--- src/hw/rtl/gdsd_pkg.sv ---
package gdsd_pkg;

  // Time step limits and thresholds.
  localparam int unsigned DT_W = 7;
  localparam logic [DT_W-1:0] MAX_DT_MS = 7'd100;
  localparam logic [31:0] SMALL_RATE_SQ = 32'd6400;
  localparam int unsigned ACC_SHIFT = 6;

  // Shared multiplier: signed 33 x signed 17.
  localparam int unsigned MUL_A_W = 33;
  localparam int unsigned MUL_B_W = 17;
  localparam int unsigned PROD_W = MUL_A_W + MUL_B_W;
  localparam logic [15:0] Q16_ROUND = 16'hFFFF;

  // Serial divider by one thousand, several quotient bits per cycle.
  localparam int unsigned DIV_W = 44;
  localparam int unsigned DIV_DIGITS = 4;
  localparam int unsigned DIV_STEPS = DIV_W / DIV_DIGITS;
  localparam int unsigned DIV_CNT_W = $clog2(DIV_STEPS);
  localparam int unsigned REM_W = 10;
  localparam logic [REM_W:0] DIVISOR = 11'd1000;

  // Width of the sums before saturation.
  localparam int unsigned SUM_W = 46;

  typedef enum logic {
    REQ_TICK  = 1'b0,
    REQ_CLEAR = 1'b1
  } req_type_t;

  typedef enum logic [2:0] {
    REG_ENABLE     = 3'd0,
    REG_RETURN     = 3'd1,
    REG_DAMPING    = 3'd2,
    REG_SENS       = 3'd3,
    REG_MAX_DISP   = 3'd4
  } cfg_reg_t;

  typedef struct packed {
    logic        enable;
    logic [15:0] return_speed;
    logic [15:0] damping;
    logic [15:0] sensitivity;
    logic [23:0] max_displacement;
  } cfg_t;

  typedef struct packed {
    logic               req_type;
    logic [31:0]        time_ms;
    logic               is_moving;
    logic signed [15:0] gyro_x;
    logic signed [15:0] gyro_y;
  } in_item_t;

  typedef struct packed {
    logic signed [31:0] offset_x;
    logic signed [31:0] offset_y;
  } out_item_t;

  typedef struct packed {
    logic             start;
    logic [DIV_W-1:0] dividend;
  } div_req_t;

  typedef struct packed {
    logic             done;
    logic [DIV_W-1:0] quotient;
  } div_rsp_t;

  function automatic logic signed [31:0] sat32(input logic signed [SUM_W-1:0] x);
    if (x[SUM_W-1:31] == '0 || x[SUM_W-1:31] == '1) begin
      return x[31:0];
    end
    return x[SUM_W-1] ? 32'sh8000_0000 : 32'sh7FFF_FFFF;
  endfunction

endpackage

--- src/hw/rtl/gdsd_in_if.sv ---
interface gdsd_in_if;
  logic               valid;
  logic               ready;
  logic               req_type;
  logic [31:0]        time_ms;
  logic               is_moving;
  logic signed [15:0] gyro_x;
  logic signed [15:0] gyro_y;

  modport source (output valid, req_type, time_ms, is_moving, gyro_x, gyro_y, input ready);
  modport sink (input valid, req_type, time_ms, is_moving, gyro_x, gyro_y, output ready);
endinterface

--- src/hw/rtl/gdsd_out_if.sv ---
interface gdsd_out_if;
  logic               valid;
  logic               ready;
  logic signed [31:0] offset_x;
  logic signed [31:0] offset_y;

  modport source (output valid, offset_x, offset_y, input ready);
  modport sink (input valid, offset_x, offset_y, output ready);
endinterface

--- src/hw/rtl/gyro_driven_spring_damper_offset_top.sv ---
// A gyro-driven tick adds an acceleration step and a second divide by one thousand per
// axis to the work of a still or slow-rotating tick.
// The shared multiplier and the serial divider handle one item at a time, and a new tick
// is taken only after the result is handed on. Clear, disabled and first ticks stay idle.
// Reset (rst_n low, synchronous) zeroes time, velocity and position, and loads the
// register defaults.
module gyro_driven_spring_damper_offset_top (
  input  logic              clk,
  input  logic              rst_n,
  gdsd_in_if.sink           in_ch,
  gdsd_out_if.source        out_ch,
  input  logic              cfg_we,
  input  logic [2:0]        cfg_index,
  input  logic [23:0]       cfg_data
);
  import gdsd_pkg::*;

  cfg_t      cfg_r;
  in_item_t  item;
  out_item_t res;
  div_req_t  div_req;
  div_rsp_t  div_rsp;
  logic      res_valid;
  logic      res_ready;
  logic      out_valid_r;
  out_item_t out_r;

  always_ff @(posedge clk) begin
    if (!rst_n) begin
      cfg_r.enable           <= 1'b1;
      cfg_r.return_speed     <= 16'd3277;
      cfg_r.damping          <= 16'd58982;
      cfg_r.sensitivity      <= 16'd256;
      cfg_r.max_displacement <= 24'd1310720;
    end else if (cfg_we) begin
      unique case (cfg_reg_t'(cfg_index))
        REG_ENABLE:   cfg_r.enable           <= cfg_data[0];
        REG_RETURN:   cfg_r.return_speed     <= cfg_data[15:0];
        REG_DAMPING:  cfg_r.damping          <= cfg_data[15:0];
        REG_SENS:     cfg_r.sensitivity      <= cfg_data[15:0];
        REG_MAX_DISP: cfg_r.max_displacement <= cfg_data;
        default: begin
        end
      endcase
    end
  end

  assign item.req_type  = in_ch.req_type;
  assign item.time_ms   = in_ch.time_ms;
  assign item.is_moving = in_ch.is_moving;
  assign item.gyro_x    = in_ch.gyro_x;
  assign item.gyro_y    = in_ch.gyro_y;

  gdsd_core u_core (
    .clk       (clk),
    .rst_n     (rst_n),
    .cfg       (cfg_r),
    .in_valid  (in_ch.valid),
    .in_ready  (in_ch.ready),
    .item      (item),
    .res_valid (res_valid),
    .res_ready (res_ready),
    .res       (res),
    .div_req   (div_req),
    .div_rsp   (div_rsp)
  );

  gdsd_div u_div (
    .clk   (clk),
    .rst_n (rst_n),
    .req   (div_req),
    .rsp   (div_rsp)
  );

  // Output register: the core hands over a result whenever this stage is free.
  assign res_ready = !out_valid_r || out_ch.ready;

  always_ff @(posedge clk) begin
    if (!rst_n) begin
      out_valid_r <= 1'b0;
    end else if (res_valid && res_ready) begin
      out_valid_r <= 1'b1;
    end else if (out_ch.ready) begin
      out_valid_r <= 1'b0;
    end
  end

  always_ff @(posedge clk) begin
    if (res_valid && res_ready) begin
      out_r <= res;
    end
  end

  assign out_ch.valid    = out_valid_r;
  assign out_ch.offset_x = out_r.offset_x;
  assign out_ch.offset_y = out_r.offset_y;

endmodule

--- src/hw/rtl/gdsd_div.sv ---
module gdsd_div (
  input  logic                clk,
  input  logic                rst_n,
  input  gdsd_pkg::div_req_t  req,
  output gdsd_pkg::div_rsp_t  rsp
);
  import gdsd_pkg::*;

  logic [DIV_W-1:0]     dvd_r, dvd_nxt;
  logic [DIV_W-1:0]     quo_r, quo_nxt;
  logic [REM_W-1:0]     rem_r, rem_nxt;
  logic [DIV_CNT_W-1:0] cnt_r;
  logic                 busy_r;
  logic                 done_r;

  // Restoring division: the remainder always stays below the divisor,
  // so one compare and subtract settles each quotient bit.
  always_comb begin : digit_steps
    logic [REM_W:0] trial;
    rem_nxt = rem_r;
    dvd_nxt = dvd_r;
    quo_nxt = quo_r;
    trial   = '0;
    for (int i = 0; i < DIV_DIGITS; i++) begin
      trial   = {rem_nxt, dvd_nxt[DIV_W-1]};
      dvd_nxt = {dvd_nxt[DIV_W-2:0], 1'b0};
      if (trial >= DIVISOR) begin
        trial   = trial - DIVISOR;
        quo_nxt = {quo_nxt[DIV_W-2:0], 1'b1};
      end else begin
        quo_nxt = {quo_nxt[DIV_W-2:0], 1'b0};
      end
      rem_nxt = trial[REM_W-1:0];
    end
  end

  always_ff @(posedge clk) begin
    if (!rst_n) begin
      busy_r <= 1'b0;
      done_r <= 1'b0;
      cnt_r  <= '0;
    end else begin
      done_r <= 1'b0;
      if (req.start) begin
        busy_r <= 1'b1;
        cnt_r  <= DIV_CNT_W'(DIV_STEPS - 1);
      end else if (busy_r) begin
        if (cnt_r == '0) begin
          busy_r <= 1'b0;
          done_r <= 1'b1;
        end else begin
          cnt_r <= cnt_r - 1'b1;
        end
      end
    end
  end

  always_ff @(posedge clk) begin
    if (req.start) begin
      dvd_r <= req.dividend;
      quo_r <= '0;
      rem_r <= '0;
    end else if (busy_r) begin
      dvd_r <= dvd_nxt;
      quo_r <= quo_nxt;
      rem_r <= rem_nxt;
    end
  end

  assign rsp.done     = done_r;
  assign rsp.quotient = quo_r;

endmodule

--- src/hw/rtl/gdsd_core.sv ---
module gdsd_core (
  input  logic                clk,
  input  logic                rst_n,
  input  gdsd_pkg::cfg_t      cfg,
  input  logic                in_valid,
  output logic                in_ready,
  input  gdsd_pkg::in_item_t  item,
  output logic                res_valid,
  input  logic                res_ready,
  output gdsd_pkg::out_item_t res,
  output gdsd_pkg::div_req_t  div_req,
  input  gdsd_pkg::div_rsp_t  div_rsp
);
  import gdsd_pkg::*;

  typedef enum logic [14:0] {
    S_IDLE   = 15'b000000000000001,
    S_SQX    = 15'b000000000000010,
    S_SQY    = 15'b000000000000100,
    S_DECIDE = 15'b000000000001000,
    S_ACC1   = 15'b000000000010000,
    S_ACC2   = 15'b000000000100000,
    S_DIVS   = 15'b000000001000000,
    S_DIVW   = 15'b000000010000000,
    S_DAMP   = 15'b000000100000000,
    S_DAMPW  = 15'b000001000000000,
    S_RET    = 15'b000010000000000,
    S_RETW   = 15'b000100000000000,
    S_VDT    = 15'b001000000000000,
    S_CLAMP  = 15'b010000000000000,
    S_DONE   = 15'b100000000000000
  } state_t;

  state_t                    state_r, state_nxt;
  logic [31:0]               prev_time_r;
  logic signed [31:0]        vel_r [2];
  logic signed [31:0]        pos_r [2];
  logic [DT_W-1:0]           dt_r;
  logic                      moving_r;
  logic signed [15:0]        gx_r, gy_r;
  logic [31:0]               sq_r;
  logic                      driven_r;
  logic                      axis_r;
  logic                      phase_r;
  logic                      div_neg_r;
  logic signed [PROD_W-1:0]  prod_r;

  logic                      in_fire;
  logic signed [31:0]        v_cur, p_cur, base;
  logic signed [MUL_A_W-1:0] mul_a;
  logic signed [MUL_B_W-1:0] mul_b;
  logic signed [PROD_W-1:0]  prod, prod_mag, prod_adj;
  logic signed [31:0]        q16;
  logic signed [SUM_W-1:0]   q_ext, q_s;
  logic signed [31:0]        dt_sum, ret_sum, clamp_p, max_m;
  logic [31:0]               sq_total, diff;
  logic                      driven_c;
  logic [DT_W-1:0]           dt_c;
  logic signed [15:0]        g_acc;

  assign in_ready  = (state_r == S_IDLE);
  assign in_fire   = in_valid && in_ready;
  assign res_valid = (state_r == S_DONE);
  assign res.offset_x = pos_r[0];
  assign res.offset_y = pos_r[1];

  assign v_cur = vel_r[axis_r];
  assign p_cur = pos_r[axis_r];

  assign diff = item.time_ms - prev_time_r;
  assign dt_c = (diff > 32'(MAX_DT_MS)) ? MAX_DT_MS : diff[DT_W-1:0];

  assign sq_total = sq_r + prod_r[31:0];
  assign driven_c = moving_r && (sq_total >= SMALL_RATE_SQ);

  // The x axis is driven by the negated y rate, the y axis by the x rate.
  assign g_acc = axis_r ? gx_r : gy_r;

  always_comb begin
    mul_a = '0;
    mul_b = '0;
    unique case (state_r)
      S_SQX: begin
        mul_a = {{(MUL_A_W-16){gx_r[15]}}, gx_r};
        mul_b = {gx_r[15], gx_r};
      end
      S_SQY: begin
        mul_a = {{(MUL_A_W-16){gy_r[15]}}, gy_r};
        mul_b = {gy_r[15], gy_r};
      end
      S_ACC1: begin
        mul_a = {{(MUL_A_W-16){g_acc[15]}}, g_acc};
        mul_b = {1'b0, cfg.sensitivity};
      end
      S_ACC2: begin
        mul_a = prod_r[MUL_A_W-1:0];
        mul_b = {{(MUL_B_W-DT_W){1'b0}}, dt_r};
      end
      S_DAMP: begin
        mul_a = {v_cur[31], v_cur};
        mul_b = {1'b0, cfg.damping};
      end
      S_RET: begin
        mul_a = {p_cur[31], p_cur};
        mul_b = {1'b0, cfg.return_speed};
      end
      S_VDT: begin
        mul_a = {v_cur[31], v_cur};
        mul_b = {{(MUL_B_W-DT_W){1'b0}}, dt_r};
      end
      default: begin
        mul_a = '0;
        mul_b = '0;
      end
    endcase
  end

  assign prod     = mul_a * mul_b;
  assign prod_mag = prod_r[PROD_W-1] ? -prod_r : prod_r;

  // The acceleration carries a gain of 64, applied as a shift ahead of the divide.
  assign div_req.start    = (state_r == S_DIVS);
  assign div_req.dividend = phase_r ? prod_mag[DIV_W-1:0]
                                    : {prod_mag[DIV_W-1-ACC_SHIFT:0], ACC_SHIFT'(0)};

  assign q_ext  = {{(SUM_W-DIV_W){1'b0}}, div_rsp.quotient};
  assign q_s    = div_neg_r ? -q_ext : q_ext;
  assign base   = phase_r ? p_cur : v_cur;
  assign dt_sum = sat32({{(SUM_W-32){base[31]}}, base} + q_s);

  // Q0.16 scaling rounds toward zero, so negative products get a bias first.
  assign prod_adj = prod_r + (prod_r[PROD_W-1] ? PROD_W'(Q16_ROUND) : PROD_W'(0));
  assign q16      = prod_adj[47:16];
  assign ret_sum  = sat32({{(SUM_W-32){v_cur[31]}}, v_cur} - {{(SUM_W-32){q16[31]}}, q16});

  assign max_m = {8'b0, cfg.max_displacement};
  always_comb begin
    clamp_p = p_cur;
    if (moving_r) begin
      if (p_cur > max_m) begin
        clamp_p = max_m;
      end else if (p_cur < -max_m) begin
        clamp_p = -max_m;
      end
    end
  end

  always_comb begin
    state_nxt = state_r;
    unique case (state_r)
      S_IDLE: begin
        if (in_fire && item.req_type == REQ_TICK && cfg.enable && prev_time_r != '0) begin
          state_nxt = S_SQX;
        end
      end
      S_SQX:    state_nxt = S_SQY;
      S_SQY:    state_nxt = S_DECIDE;
      S_DECIDE: state_nxt = driven_c ? S_ACC1 : S_RET;
      S_ACC1:   state_nxt = S_ACC2;
      S_ACC2:   state_nxt = S_DIVS;
      S_DIVS:   state_nxt = S_DIVW;
      S_DIVW: begin
        if (div_rsp.done) begin
          state_nxt = phase_r ? S_CLAMP : S_DAMP;
        end
      end
      S_DAMP:   state_nxt = S_DAMPW;
      S_DAMPW:  state_nxt = driven_r ? S_RET : S_VDT;
      S_RET:    state_nxt = S_RETW;
      S_RETW:   state_nxt = driven_r ? S_VDT : S_DAMP;
      S_VDT:    state_nxt = S_DIVS;
      S_CLAMP: begin
        if (!axis_r) begin
          state_nxt = driven_r ? S_ACC1 : S_RET;
        end else begin
          state_nxt = S_DONE;
        end
      end
      S_DONE: begin
        if (res_ready) begin
          state_nxt = S_IDLE;
        end
      end
      default:  state_nxt = S_IDLE;
    endcase
  end

  always_ff @(posedge clk) begin
    prod_r <= prod;
    if (!rst_n) begin
      state_r     <= S_IDLE;
      prev_time_r <= '0;
      vel_r[0]    <= '0;
      vel_r[1]    <= '0;
      pos_r[0]    <= '0;
      pos_r[1]    <= '0;
      driven_r    <= 1'b0;
      axis_r      <= 1'b0;
      phase_r     <= 1'b0;
      div_neg_r   <= 1'b0;
    end else begin
      state_r <= state_nxt;
      unique case (state_r)
        S_IDLE: begin
          if (in_fire) begin
            if (item.req_type == REQ_CLEAR) begin
              prev_time_r <= '0;
              vel_r[0]    <= '0;
              vel_r[1]    <= '0;
              pos_r[0]    <= '0;
              pos_r[1]    <= '0;
            end else if (cfg.enable) begin
              prev_time_r <= item.time_ms;
              dt_r        <= dt_c;
              moving_r    <= item.is_moving;
              gx_r        <= item.gyro_x;
              gy_r        <= item.gyro_y;
            end
          end
        end
        S_SQY:    sq_r <= prod_r[31:0];
        S_DECIDE: begin
          driven_r <= driven_c;
          axis_r   <= 1'b0;
        end
        S_ACC2:   phase_r <= 1'b0;
        S_VDT:    phase_r <= 1'b1;
        S_DIVS:   div_neg_r <= prod_r[PROD_W-1] ^ (!phase_r && !axis_r);
        S_DIVW: begin
          if (div_rsp.done) begin
            if (phase_r) begin
              pos_r[axis_r] <= dt_sum;
            end else begin
              vel_r[axis_r] <= dt_sum;
            end
          end
        end
        S_DAMPW:  vel_r[axis_r] <= q16;
        S_RETW:   vel_r[axis_r] <= ret_sum;
        S_CLAMP: begin
          pos_r[axis_r] <= clamp_p;
          axis_r        <= 1'b1;
        end
        default: begin
        end
      endcase
    end
  end

  a_dt_limit: assert property (@(posedge clk) disable iff (!rst_n)
    (state_r != S_IDLE) |-> (dt_r <= MAX_DT_MS))
    else $error("time step above the limit while busy");

  a_div_done_wait: assert property (@(posedge clk) disable iff (!rst_n)
    div_rsp.done |-> (state_r == S_DIVW))
    else $error("divider finished outside its wait state");

  a_clear_state: assert property (@(posedge clk) disable iff (!rst_n)
    (in_fire && item.req_type == REQ_CLEAR) |=>
      (prev_time_r == '0 && vel_r[0] == '0 && vel_r[1] == '0 &&
       pos_r[0] == '0 && pos_r[1] == '0 && state_r == S_IDLE))
    else $error("clear request left state behind");

  a_result_hold: assert property (@(posedge clk) disable iff (!rst_n)
    (res_valid && !res_ready) |=> (res_valid && $stable(res.offset_x) && $stable(res.offset_y)))
    else $error("result changed while stalled");

endmodule
--- src/flat_wrapper.sv ---
// flat-port wrapper written by rule: the top's interface ports become plain ports
module gyro_driven_spring_damper_offset_top_flat import gdsd_pkg::*;
  (clk, rst_n, cfg_we, cfg_index, cfg_data, in_ch_valid, in_ch_req_type, in_ch_time_ms, in_ch_is_moving, in_ch_gyro_x, in_ch_gyro_y, in_ch_ready, out_ch_valid, out_ch_offset_x, out_ch_offset_y, out_ch_ready);
  gdsd_in_if in_ch_i ();
  gdsd_out_if out_ch_i ();
  input  logic clk;
  input  logic rst_n;
  input  logic cfg_we;
  input  logic [2:0] cfg_index;
  input  logic [23:0] cfg_data;
  input wire logic [$bits(in_ch_i.valid)-1:0] in_ch_valid;
  input wire logic [$bits(in_ch_i.req_type)-1:0] in_ch_req_type;
  input wire logic [$bits(in_ch_i.time_ms)-1:0] in_ch_time_ms;
  input wire logic [$bits(in_ch_i.is_moving)-1:0] in_ch_is_moving;
  input wire logic [$bits(in_ch_i.gyro_x)-1:0] in_ch_gyro_x;
  input wire logic [$bits(in_ch_i.gyro_y)-1:0] in_ch_gyro_y;
  output wire logic [$bits(in_ch_i.ready)-1:0] in_ch_ready;
  output wire logic [$bits(out_ch_i.valid)-1:0] out_ch_valid;
  output wire logic [$bits(out_ch_i.offset_x)-1:0] out_ch_offset_x;
  output wire logic [$bits(out_ch_i.offset_y)-1:0] out_ch_offset_y;
  input wire logic [$bits(out_ch_i.ready)-1:0] out_ch_ready;
  assign in_ch_i.valid = in_ch_valid;
  assign in_ch_i.req_type = in_ch_req_type;
  assign in_ch_i.time_ms = in_ch_time_ms;
  assign in_ch_i.is_moving = in_ch_is_moving;
  assign in_ch_i.gyro_x = in_ch_gyro_x;
  assign in_ch_i.gyro_y = in_ch_gyro_y;
  assign in_ch_ready = in_ch_i.ready;
  assign out_ch_valid = out_ch_i.valid;
  assign out_ch_offset_x = out_ch_i.offset_x;
  assign out_ch_offset_y = out_ch_i.offset_y;
  assign out_ch_i.ready = out_ch_ready;
  gyro_driven_spring_damper_offset_top u_core (.clk(clk), .rst_n(rst_n), .in_ch(in_ch_i), .out_ch(out_ch_i), .cfg_we(cfg_we), .cfg_index(cfg_index), .cfg_data(cfg_data));
endmodule
--- config.mk ---
export PLATFORM = sky130hd
export DESIGN_NAME = gyro_driven_spring_damper_offset_top_flat
export DESIGN_NICKNAME = d
export VERILOG_FILES = /design/src/hw/rtl/gdsd_pkg.sv /design/src/hw/rtl/gdsd_in_if.sv /design/src/hw/rtl/gdsd_out_if.sv /design/src/hw/rtl/gyro_driven_spring_damper_offset_top.sv /design/src/hw/rtl/gdsd_div.sv /design/src/hw/rtl/gdsd_core.sv /design/src/flat_wrapper.sv
export SDC_FILE = /design/constraint.sdc
export NUM_CORES = 2
export LEC_CHECK = 0
export BUFFER_PORTS_ARGS = -buffer_cell sky130_fd_sc_hd__buf_2
export CAP_MARGIN = 30
export CORE_UTILIZATION = 50
export CTS_CLUSTER_SIZE = 10
export DETAILED_ROUTE_END_ITERATION = 8
export PLACE_DENSITY = 0.79
export REMOVE_ABC_BUFFERS = 1
export SYNTH_ARGS = -nofsm -noshare
export SYNTH_HDL_FRONTEND = slang
export SYNTH_HIERARCHICAL = 1
export SYNTH_SLANG_ARGS = --single-unit
--- constraint.sdc ---
create_clock -name clk -period 9.7 [get_ports clk]
set_clock_uncertainty 0.15 [all_clocks]
set_input_delay 1.455 -clock clk [delete_from_list [all_inputs] [get_ports clk]]
set_output_delay 1.455 -clock clk [all_outputs]
set_load 0.01 [all_outputs]
# == Word-level counts from Yosys, hierarchy flattened ==
# Memory sizes are Yosys's and may differ from the RTL's. A register that Yosys moved wholly into a read port is not among the register bits.
# Cells that the tools add are included.
# word_totals
register_bits,351
ramBits,128
wordCells,220
input_bits,98
output_inout_bits,66
memories,2
# mem_list
memory,words,word_bits,read_ports,rd_ports_with_merged_regs,wr,line,text
u_core.u_core.pos_r,2,32,3,3,2,gdsd_core.sv:37,logic signed [31:0] pos_r [2];
u_core.u_core.vel_r,2,32,1,1,2,gdsd_core.sv:36,logic signed [31:0] vel_r [2];
# classes
multipliers,1
n_eq_ne,25
add_sub_neg,13
bitwise,12
reduce_logical,40
order_cmp,8
mux,94
# ops
operator,n
$mux W32,21
$pmux W15 S14,1
$pmux W33 S6,1
$mux W44,4
$pmux W17 S6,1
$reduce_or A32 Y1,2
$mux W15,4
$mul A33 B17 Y50,1
$add A48 B16 Y48,1
$add A46 B46 Y46,1
$mux W46,1
$neg A44 Y46,1
$eq A15 B15 Y1 const B,3
$mux W1,45
$ge A11 B10 Y1 const B,4
$neg A44 Y44,1
$mux W10,4
$sub A10 B10 Y10 const B,4
$sub A32 B32 Y33,1
$add A32 B32 Y32,1
$ge A32 B13 Y1 const B,1
$gt A32 B25 Y1,1
$gt A32 B7 Y1 const B,1
$lt A32 B32 Y1,1
44 further kinds,87

# == Depth between registers and ports, before layout ==
# depth
depth_word,10
depth_mapped,38

# == Modules after synthesis ==
# The synthesis kept the hierarchy.
# by_module_without_submodules
module,area_per_inst_um2,cells_per_inst,instances,seq_area_each_um2
gdsd_core,45967.8,5342,1,8027.7
gdsd_div,5585.4,525,1,2522.4
gyro_driven_spring_damper_offset_top,4894.7,354,1,3403.3

# == Worst setup path before layout ==
# OpenSTA, ideal clock, no wires.
# synth_path
path_kind,flip-flop to flip-flop
from,register (tool-made name)
to,register u_core.u_core.prod_r[49]
path_slack_ns,0.175
path_buffers,3
synth_period_minus_slack_ns,9.525
arrival_time_ns,9.303
stages_incl_launch_ff,31
required_time_ns,9.478
cell_sequence,dfxtp_1 buf_1 buf_1 buf_1 mux2i_1 o21ai_0 a2111oi_0 nor2_1 fa_1 inv_1 fa_1 fa_1 inv_1 fa_1 fa_1 inv_1 fa_1 inv_1 ha_1 a21o_1 a21o_1 a21o_1 a31oi_1 a31oi_1 o211ai_1 o21ai_0 o311ai_0 a311oi_1 a21o_1 a21oi_1 xnor2_1
# synth_rtl
element,line,text
to (signal assigned),gdsd_core.sv:189,prod_r <= prod;
to (decl),gdsd_core.sv:46,logic signed [PROD_W-1:0] prod_r;

# == Worst setup path in the final report ==
# layout_path
from,register u_core.u_core.state_r[9]
to,register u_core.u_core.prod_r[49]
# layout_between
elab_chain_len,4
# layout_lines
element,line,text
from (decl),gdsd_core.sv:34,"state_t state_r, state_nxt;"
from (signal assigned),gdsd_core.sv:202,state_r <= state_nxt;
$eq A15 B13 Y1 (tied with other cells),gdsd_core.sv:82,unique case (state_r)
$reduce_or A2 Y1 (no line),--,
$pmux W33 S6 / $pmux W17 S6 (equally long branches),gdsd_core.sv:82,
$mul A33 B17 Y50 (*),gdsd_core.sv:118,assign prod = mul_a * mul_b;
net u_core.u_core.prod[49],gdsd_core.sv:52,"logic signed [PROD_W-1:0] prod, prod_mag, prod_adj;"
# The timed path passes the listed nets; every way through them passes the cells marked *.
# A chain may end at the register's enable or synchronous reset.

==> results_dict.tcl <==
set metrics [dict create \
    status "completed" \
    grt_pass1_vias 47600 \
    synth_top_area_share 0.192 \
    ir_drop_mv 0.119 \
    final_common_cell "inv_1" \
    period_needed_ns 9.49 \
    cp.arrival_ns 9.87 \
    die_height_um 338 \
    syn_inst 6221 \
    pre_cts_ws_ns -0.0271 \
    synth.yosys.seq_area_share 0.247 \
    p_sw_mw 2.51 \
    combinationalPowerShare 0.276 \
    cp_slowest_stage_delay_ns 0.75 \
    fp.dieArea_um2 114000 \
    p_per_area_nw_per_um2 118 \
    clk_latency_ns 0.68 \
    nNetsFinal 7322 \
    p_int_mw 4.81 \
    io_buffer_count 163 \
    ant_nets 0 \
    cts_hold_buf 0 \
    drt_iter0_drc 5055 \
    synth_top_cell_by_area "fa_1" \
    crit_top_cell "fa_1" \
    drive_gt1_frac 0.110 \
    swShare 0.343 \
    ys_types 118 \
    required_ns 10.08 \
    fp.coreArea_um2 111000 \
    globalplace.congestion 1.03 \
    setup_viol 0 \
    worstSetupEndpointType "flip-flop" \
    grt_antenna_before_repair 11 \
    routed_wl_mm 182 \
    cts_buffers 71 \
    max_freq_mhz 105 \
    max-slew-margin-rel 0.285 \
    ys.warnings.count 6 \
    tritoncts "done" \
    slew_viol_final 0 \
    yosys_register_bits 543 \
    htreeDepth 3 \
    die_w_um 338 \
    setup.worst_path.class "flip-flop to flip-flop" \
    placed_area_um2 59600 \
    track_usage 0.319 \
    grt_max_degree 73 \
    slowest_stage "a2111oi_2" \
    worst_pin_slew_ns 1.07 \
    root_buffer "clkbuf_16" \
    grt_pass1_wl_mm 279 \
    yosys_most_used_dff "edfxtp_1" \
    post-dp-hpwl_mm 145 \
    cts.clk_slew.worst_paths_ns 0.06 \
    clkSinkCount 543 \
    power_mw 7.32 \
    firstDrtPassIters 7 \
    via_count 48100 \
    synth-edff-count 308 \
    ctsLongestPathBuffers 3 \
    async_flop_share 0 \
    final_cell_mix "inv_1, nor2_1, nand2_1, fa_1, ha_1" \
    start_kind "flip-flop" \
    crit_fanout 31 \
    ios 164 \
    initial_core_util 0.507 \
    grt-ovfl-total 0 \
    area_growth_pct 10.0 \
    min_period_over_period 0.979 \
    drc 0 \
    hold_viol 0 \
    power_leakage_nw 27.4 \
    fin_area_um2 62100 \
    syn_area_um2 56400 \
    syn_avg_cell_area_um2 9.07 \
    hold_path.class "flip-flop to flip-flop" \
    wl_per_cell_um 23.0 \
    finalWorstSetupSlack_ns 0.208 \
    synth_area_leaders "fa_1, edfxtp_1, dfxtp_1" \
    maxCapViolCount 0 \
    via_per_inst 6.08 \
    power_frac_clock 0.359 \
    p_seq_frac 0.365 \
    num_rows 122 \
]
flip-flops by register name, indices dropped and copies added (netlist names), 16 cells and up, named ones only:
register / flops
u_core/u_core/sq_r: 32
u_core/u_core/pos_r: 64
u_core/u_div/quo_r: 44
u_core/u_core/prev_time_r: 32
u_core/out_ch.offset_x: 32
u_core/u_div/dvd_r: 44
u_core/cfg_r: 73
u_core/u_core/prod_r: 49
u_core/u_core/vel_r: 64
u_core/u_core/gy_r: 16
u_core/u_core/gx_r: 16
u_core/out_ch.offset_y: 32
Yosys cell counts, types with 23 or more instances:
cell type,count
dfxtp_1,235
mux2_2,104
o21a_1,40
o31ai_1,52
a211oi_1,49
nand4_1,58
o22ai_1,55
inv_1,739
clkbuf_1,239
a2111oi_0,35
or2_2,25
nor3_1,87
nand2_1,553
nor2_1,633
nor2b_1,107
xnor2_1,177
and3_1,43
a21o_1,134
o21ai_0,193
a31oi_1,24
buf_1,24
o211ai_1,37
edfxtp_1,308
a21oi_1,272
fa_1,541
buf_4,45
nor4_1,53
nand3_1,88
and2_1,60
nand2b_1,72
or3_1,38
nor3b_1,23
mux2i_1,198
ha_1,331
a22o_1,52
xor2_1,99
worst paths after layout:
check	depth (start not counted)	endpoint	slack [ns]	startpoint
max	37	u_core/u_core/prod_r[49]	0.21	u_core/u_core/state_r[9]
min	0	u_core/out_ch.offset_y[13]	0.28	u_core/u_core/pos_r[1][13]
min reg2reg	0	u_core/out_ch.offset_y[13]	0.28	u_core/u_core/pos_r[1][13]
max reg2reg	37	u_core/u_core/prod_r[49]	0.21	u_core/u_core/state_r[9]
per-layer routing:
layer  routed length (um)  vias up  track usage
li1                     -    21600            -
met1                73200    23700        0.422
met2                82600     2325        0.512
met3                17800      420       0.0632
met4                 8180        0        0.129
met5                    0        -            0
logic make-up (layout without fill, tap and decap cells):
kind of cell / Yosys count / after routing / share of synthesized area
and+or+nand+nor: 1940 / 1940 / 0.164
AOI/OAI and AO/OA: 1210 / 1210 / 0.148
buffers and inverters: 1074 / 1246 / 0.0762
adders and majority gates: 873 / 873 / 0.265
DFF: 543 / 543 / 0.247
muxes: 303 / 303 / 0.0561
xor gates and xnor gates: 276 / 276 / 0.0428
other: 2 / 26 / 0.000133
worst max-delay path, delay by kind of cell (launching register included):
family,cells,cell delay [ns]
adder cells (fa/ha/maj),7,3.53
AO/OA/AOI/OAI,10,2.55
AND/OR/NAND/NOR,10,1.35
buffers and inverters,9,1.23
flip-flops,1,0.40
XOR/XNOR,1,0.12
power groups by stage:
stage	clock network (mW)	registers, mW	logic, mW
2_1_floorplan	0	2.68	1.26
3_3_place_gp	0	2.71	1.91
3_5_place_dp	0	2.71	1.94
4_1_cts	2.66	2.67	1.96
5_1_grt	2.75	2.68	2.17
6_report	2.63	2.67	2.02
cell type report:
type                            instances  area, um2
Inverter                              739       2770
Fill cell                            9769      49200
Clock buffer                          111       2020
Sequential cell                       543      14000
Antenna cell                            8       20.0
Clock inverter                         19        290
Timing Repair Buffer                  377       2630
Multi-Input combinational cell       4620      38500
Tap cell                             1488       1860
through the flow:
step / hold slack [ns] / std cells / TNS, ns / util
2_1_floorplan: 0.270 / 5902 / -15.35 / -
3_3_place_gp: 0.275 / 7752 / 0 / 0.535
3_5_place_dp: 0.279 / 7760 / -0.0271 / 0.536
4_1_cts: 0.280 / 7891 / 0 / 0.557
5_1_grt: 0.289 / 7903 / -0.0431 / 0.558
6_report: 0.284 / 7905 / 0 / 0.558
timing repair:
| item | 4_1_cts | 5_1_grt |
|---|---|---|
| gates resized for setup | 1 | 19 |
| endpoints found under the setup margin | 1 | 4 |
| pin swaps | 1 | 4 |
| setup buffers | 1 | 3 |
Note: power is estimated with default switching activity, not from simulation.
